==> config.mk <==
export PLATFORM = sky130hd
export DESIGN_NAME = chm_front
export DESIGN_NICKNAME = d
export VERILOG_FILES = /design/src/rtl/core/chm_pkg.sv /design/src/rtl/core/chm_front.sv
export SDC_FILE = /design/constraint.sdc
export NUM_CORES = 1
export LEC_CHECK = 0
export BUFFER_PORTS_ARGS = -buffer_cell sky130_fd_sc_hd__buf_2
export CORE_ASPECT_RATIO = 1.25
export CORE_UTILIZATION = 56
export DETAILED_ROUTE_END_ITERATION = 8
export PLACE_DENSITY = 0.95
export RECOVER_POWER = 50
export SYNTH_ARGS = -nofsm -noshare
export SYNTH_HDL_FRONTEND = slang
export SYNTH_SLANG_ARGS = --single-unit
==> constraint.sdc <==
create_clock -name i_clk -period 8.2 [get_ports i_clk]
set_clock_uncertainty 0.05 [all_clocks]
set_input_delay 0.82 -clock i_clk [delete_from_list [all_inputs] [get_ports i_clk]]
set_output_delay 0.82 -clock i_clk [all_outputs]
set_load 0.02 [all_outputs]
==> src/rtl/core/chm_pkg.sv <==
// ---------------------------------------------------------------------------
// chm_pkg
// Shared types and constants for the chained hash map engine.
// ---------------------------------------------------------------------------
package chm_pkg;

    localparam int KEY_W    = 64;
    localparam int VAL_W    = 32;
    localparam int IDX_W    = 10;
    localparam int TB_W     = 4;
    localparam int TB_MIN   = 1;
    localparam int TB_MAX   = 10;
    localparam int TB_RESET = 10;
    localparam int WIDE_W   = 17;

    localparam logic [1:0] FUNC_INSERT = 2'd0;
    localparam logic [1:0] FUNC_LOOKUP = 2'd1;
    localparam logic [1:0] FUNC_CLEAR  = 2'd2;

    localparam logic [1:0] STATUS_DONE      = 2'd0;
    localparam logic [1:0] STATUS_NOT_FOUND = 2'd1;
    localparam logic [1:0] STATUS_FULL      = 2'd2;

    localparam logic REG_TABLE_BITS = 1'b0;

    typedef enum logic [1:0] {
        OP_INSERT,
        OP_LOOKUP,
        OP_CLEAR,
        OP_NOP
    } t_op;

    typedef enum logic [1:0] {
        ST_SWEEP,
        ST_IDLE,
        ST_HEAD,
        ST_ENTRY
    } t_state;

    typedef struct packed {
        t_op               op;
        logic [KEY_W-1:0]  key;
        logic [VAL_W-1:0]  value;
    } t_item;

endpackage

==> src/rtl/core/chm_front.sv <==
// ---------------------------------------------------------------------------
// chm_front
// Accepts items, decodes the operation and holds them in a two-deep queue.
// ---------------------------------------------------------------------------
module chm_front (
    input  logic                        i_clk,
    input  logic                        i_rst_n,
    input  logic                        i_valid,
    output logic                        o_stall,
    input  logic [1:0]                  i_func,
    input  logic [chm_pkg::KEY_W-1:0]   i_key,
    input  logic [chm_pkg::VAL_W-1:0]   i_value,
    output logic                        o_q_valid,
    output chm_pkg::t_item              o_q_item,
    input  logic                        i_q_pop
);

    chm_pkg::t_item r_slot [2];
    logic           r_wr_ptr;
    logic           r_rd_ptr;
    logic [1:0]     r_fill;
    chm_pkg::t_op   dec_op;
    logic           push;

    always_comb begin
        unique case (i_func)
            chm_pkg::FUNC_INSERT: dec_op = chm_pkg::OP_INSERT;
            chm_pkg::FUNC_LOOKUP: dec_op = chm_pkg::OP_LOOKUP;
            chm_pkg::FUNC_CLEAR:  dec_op = chm_pkg::OP_CLEAR;
            default:              dec_op = chm_pkg::OP_NOP;
        endcase
    end

    assign o_stall   = (r_fill == 2'd2);
    assign push      = i_valid && !o_stall;
    assign o_q_valid = (r_fill != 2'd0);
    assign o_q_item  = r_slot[r_rd_ptr];

    always_ff @(posedge i_clk) begin
        if (push) begin
            r_slot[r_wr_ptr] <= '{op: dec_op, key: i_key, value: i_value};
        end
    end

    always_ff @(posedge i_clk) begin
        if (!i_rst_n) begin
            r_wr_ptr <= 1'b0;
            r_rd_ptr <= 1'b0;
            r_fill   <= 2'd0;
        end else begin
            if (push) r_wr_ptr <= !r_wr_ptr;
            if (i_q_pop) r_rd_ptr <= !r_rd_ptr;
            case ({push, i_q_pop})
                2'b10:   r_fill <= r_fill + 2'd1;
                2'b01:   r_fill <= r_fill - 2'd1;
                default: r_fill <= r_fill;
            endcase
        end
    end

endmodule

# Word level (Yosys, flattened, before mapping)
# Memories as Yosys holds them, arrays and structs flattened. A register that Yosys moved wholly into a read port is not among the register bits.
# Cells that the tools add are included.
[totals]
mem_bits_rw = 196
register_bits = 4
output_inout_bits = 100
input_bits = 102
elab_cells = 24
mem_count = 1
[op_classes]
addsub = 2
n_mux = 6
reduce_logical = 7
n_eq_ne = 5
[mem_list]
columns = ["memory", "words", "word_bits", "rd", "rd_ports_with_merged_regs", "write_ports", "line_no", "source"]
rows = [
  ["r_slot", 2, 98, 1, 1, 1, "chm_front.sv:18", "chm_pkg::t_item r_slot [2];"],
]
[ops]
columns = ["cell", "count"]
rows = [
  ["$eq A2 B2 Y1 const B", 3],
  ["$pmux W2 S3", 1],
  ["$eq A2 B1 Y1 const B", 2],
  ["$mux W1", 4],
  ["$pmux W2 S2", 1],
  ["$reduce_bool A2 Y1", 2],
  ["$logic_not A1 Y1", 3],
  ["$add A2 B1 Y2 const B", 1],
  ["$logic_not A2 Y1", 1],
  ["$sub A2 B1 Y2 const B", 1],
  ["$logic_and A1 B1 Y1", 1],
]

# Longest topological paths before layout
[logic_depth]
depth_word = 5
depth_mapped = 6
ltp_nobuf = 6

# Worst setup path after synthesis
# No wires, ideal clock.
[synth_path]
kind = "input port to flip-flop"
start = "input i_valid"
end = "memory r_slot[1][0] (netlist bit) (enable)"
required_time_ps = 7682
arrival_ps = 3141
setup_slack_ps = 4541
setup_ps = 468
stages = 1
cell_sequence = "and3_1"
[synth_via]
elab_chain_len = 3
[synth_rtl]
columns = ["element", "line_no", "source"]
rows = [
  ["from (decl)", "chm_front.sv:8", "input logic i_valid,"],
  ["$logic_and A1 B1 Y1", "chm_front.sv:35", "assign push = i_valid && !o_stall;"],
  ["$mux W1", "chm_front.sv:40", "if (push) begin"],
  ["$mux W1 (implied by the code)", "chm_front.sv:41", "r_slot[r_wr_ptr] <= '{op: dec_op, key: i_key, value: i_value};"],
  ["to (decl)", "chm_front.sv:18", ""],
]
# Every way passes these cells.

# Final worst setup path
[layout_path]
start = "register r_fill[0]"
end = "memory r_slot[0][43] (netlist bit) (enable)"
[layout_via]
elab_chain_len = 5
[layout_rtl]
columns = ["element", "line_no", "source"]
rows = [
  ["from (decl)", "chm_front.sv:21", "logic [1:0] r_fill;"],
  ["from (signal assigned)", "chm_front.sv:54", "2'b10: r_fill <= r_fill + 2'd1;"],
  ["from (signal assigned)", "chm_front.sv:55", "2'b01: r_fill <= r_fill - 2'd1;"],
  ["from (signal assigned)", "chm_front.sv:56", "default: r_fill <= r_fill;"],
  ["$eq A2 B2 Y1", "chm_front.sv:34", "assign o_stall = (r_fill == 2'd2);"],
  ["$logic_not A1 Y1", "chm_front.sv:35", ""],
  ["$logic_and A1 B1 Y1", "chm_front.sv:35", ""],
  ["$mux W1", "chm_front.sv:40", ""],
  ["$mux W1 (implied by the code)", "chm_front.sv:41", ""],
]
# Every way passes these cells.

==> impl_metrics.py <==
metrics = {
    "status": {
        "outcome": "finished with violations",
        "violations": "capacitance limit, slew limit",
    },
    "power": {
        "peakVddDrop_mv": 0.2037,
        "p_leak_uw": 0.003266,
        "power.density_nw_per_um2": 267.7,
    },
    "sta": {
        "slew_violations": 86,
        "worstMarginPinSlew_ns": 1.886,
        "rsz0062_at_grt": "false",
        "final.setup.tns_ns": 0,
        "hold_viol_final": 0,
        "setup_viol": 0,
        "fin_crit_sh_pct": 43.56,
        "fmax_ghz": 0.2800,
        "fin_crit_ns": 3.572,
        "slew_headroom_pct": -26.40,
    },
    "critical_path": {
        "slowest_stage": "clkinvlp_2",
        "path_delay_family": "buffers and inverters",
        "worstPathCellList": "nand2b_2 > inv_1 > or3_1 > clkinvlp_2 > buf_4",
        "cp_max_fo": 56,
        "end_kind": "flop",
        "worst-path-buf-inv": 3,
        "worstSetupStartpointType": "flop",
        "ff2ff_path_depth": 5,
        "worstPathRequired_ns": 8.27,
        "cp_slowest_stage_delay_ns": 1.43,
        "worstPathArrival_ns": 3.64,
        "cp.depth": 5,
        "critPathKind": "reg -> reg",
    },
    "place": {
        "io_buffers": 201,
        "place_inst": 691,
        "hpwlAfterDp_um": 8420,
        "gp_congestion": 0.7087,
    },
    "grt": {
        "grt_max_degree": 59,
        "grt_use_total_pct": 18.11,
        "overflow": 0,
        "grt_pass1_wl_um": 18840,
        "antenna_found_initial": 0,
        "grt_pass1_vias": 3917,
    },
    "drt": {
        "drc_errors": 0,
        "wl_um": 12610,
        "first_pass_iters": 4,
        "viasPerCell": 5.194,
        "num_vias": 3750,
        "ant_nets": 0,
        "wl_per_cell_um": 17.46,
        "drt_iter0_drc": 114,
    },
    "cells_and_area": {
        "layout_common_cells": "edfxtp_1, buf_2, mux2_2, clkbuf_1, clkbuf_16",
        "antennaDiodeCount": 0,
        "syn_to_final_growth_pct": 22.89,
        "drive_above_1_share_pct": 51.62,
        "final_common_cell": "edfxtp_1",
        "instances_no_fill": 722,
        "nNetsFinal": 646,
    },
    "clock_network": {
        "ctsLongestPathBuffers": 3,
        "path_clk_slew_ns": 0.06,
        "cts_made_buffers": 18,
        "cts_root_buffer": "clkbuf_16",
        "h-tree-depth": 1,
        "post_cts_buffers": 0,
        "cts.hold.buffers_added": 0,
        "clk_latency_ns": 0.47,
        "clock_sinks": 201,
        "postCtsResizedCells": 0,
        "tritoncts": "done",
    },
    "logic_synthesis": {
        "syn_area_sq_um": 7302,
        "yosys.area.top_type": "edfxtp_1",
        "yosysWarnings": 0,
        "syn-num-nets": 435,
        "synthCells": 332,
        "synth_top_area_share_pct": 80.60,
        "synth_area_leaders": "edfxtp_1, mux2_2, dfxtp_1, buf_2, buf_6",
        "ys_ff_latch": 201,
        "ys_seq_area_share_pct": 81.97,
        "syn_avg_cell_area_sq_um": 21.99,
        "synth_cell_type_count": 20,
    },
    "floorplanning": {
        "num_rows": 46,
        "start_util_pct": 57.41,
        "pin_count": 202,
        "die_h_um": 129.7,
        "dieArea_sq_um": 13500,
        "die_width_um": 104.1,
        "fp.coreArea_sq_um": 12720,
    },
    "run": {
        "drv_cap": 2,
    },
    "min_path": {
        "min_path_type": "reg -> reg",
        "hold_depth": 2,
    },
}
==> sequential cells by signal (all words and copies together) (netlist names), named ones only <==
signal,cells
r_wr_ptr,1
r_fill,2
r_slot,196
r_rd_ptr,1
==> area by class of cell <==
type	instances	area, sq um
clock buffers	22	496.7
clock inverters	9	68.82
fillers	804	3746
inverters	3	12.51
multi-input cells	115	1224
flip-flops and latches	201	5989
well taps	168	210.2
repair buffers	204	972.2
==> per-layer routing <==
layer / global-route usage (%) / routed length (um) / up-vias / share of wire, %
li1: - / - / 1727 / -
met1: 19.65 / 4498 / 1862 / 36
met2: 35.53 / 7091 / 138 / 56
met3: 3.924 / 796 / 23 / 6.3
met4: 5.042 / 219 / 0 / 1.7
met5: 0 / 0 / - / 0
==> kinds of logic (layout without fill, tap and decap cells) <==
logic type	count (synthesis)	count (layout)	share of synthesized area [%]
simple gates	9	9	0.7712
compound gates	4	4	0.3426
mux	98	98	15.11
fa+ha+maj	1	1	0.1713
flops	201	201	81.97
buf+inv	16	238	1.268
xor+xnor	3	3	0.3599
==> cells in the mapped netlist <==
library cell  number
or3_1              2
xor2_1             1
dfxtp_1            5
clkbuf_1           2
inv_2              1
xnor2_1            2
nand2b_2           1
and2_1             3
a21boi_1           2
o21ai_0            2
buf_6              3
mux2_2            97
ha_1               1
or2_2              1
nand2_1            1
buf_2              8
edfxtp_1         196
inv_1              2
mux2_1             1
and3_1             1
==> report_power, final <==
part / switching, uW / leakage (uW) / internal (uW)
clock network: 330 / 0.000278 / 461
registers: 29.5 / 0.00187 / 1240
logic: 211 / 0.00111 / 132
total: 571 / 0.00327 / 1830
==> final timing paths <==
path / start / end / slack (ns)
setup / recovery: r_fill[0] / r_slot[0][43] / 4.63
hold reg to reg: r_wr_ptr / r_wr_ptr / 0.47
setup reg to reg: r_fill[0] / r_slot[0][43] / 4.63
hold / removal: r_wr_ptr / r_wr_ptr / 0.47
==> worst register-to-register path, cell delays in order, from the launching register on <==
cell        delay (ns)
dfxtp_1           0.34
nand2b_2          0.20
inv_1             0.09
or3_1             0.14
clkinvlp_2        1.43
buf_4             0.93
==> per-stage QoR <==
| step | utilization [%] | cell area, sq um | total power, uW | hold slack (ns) | setup slack [ns] |
|---|---|---|---|---|---|
| 3_5_place_dp | 66.59 | 8471 | 1639 | 0.4513 | 5.188 |
| 3_3_place_gp | 66.59 | 8471 | 1621 | 0.4266 | 5.264 |
| 5_1_grt | 70.55 | 8974 | 2486 | 0.4659 | 4.330 |
| 6_report | 70.55 | 8974 | 2402 | 0.4701 | 4.628 |
| 2_1_floorplan | - | 7302 | 1516 | 0.4070 | 4.541 |
| 4_1_cts | 71.04 | 9036 | 2432 | 0.4612 | 4.778 |
No activity file was read; power rests on OpenSTA's default activity.
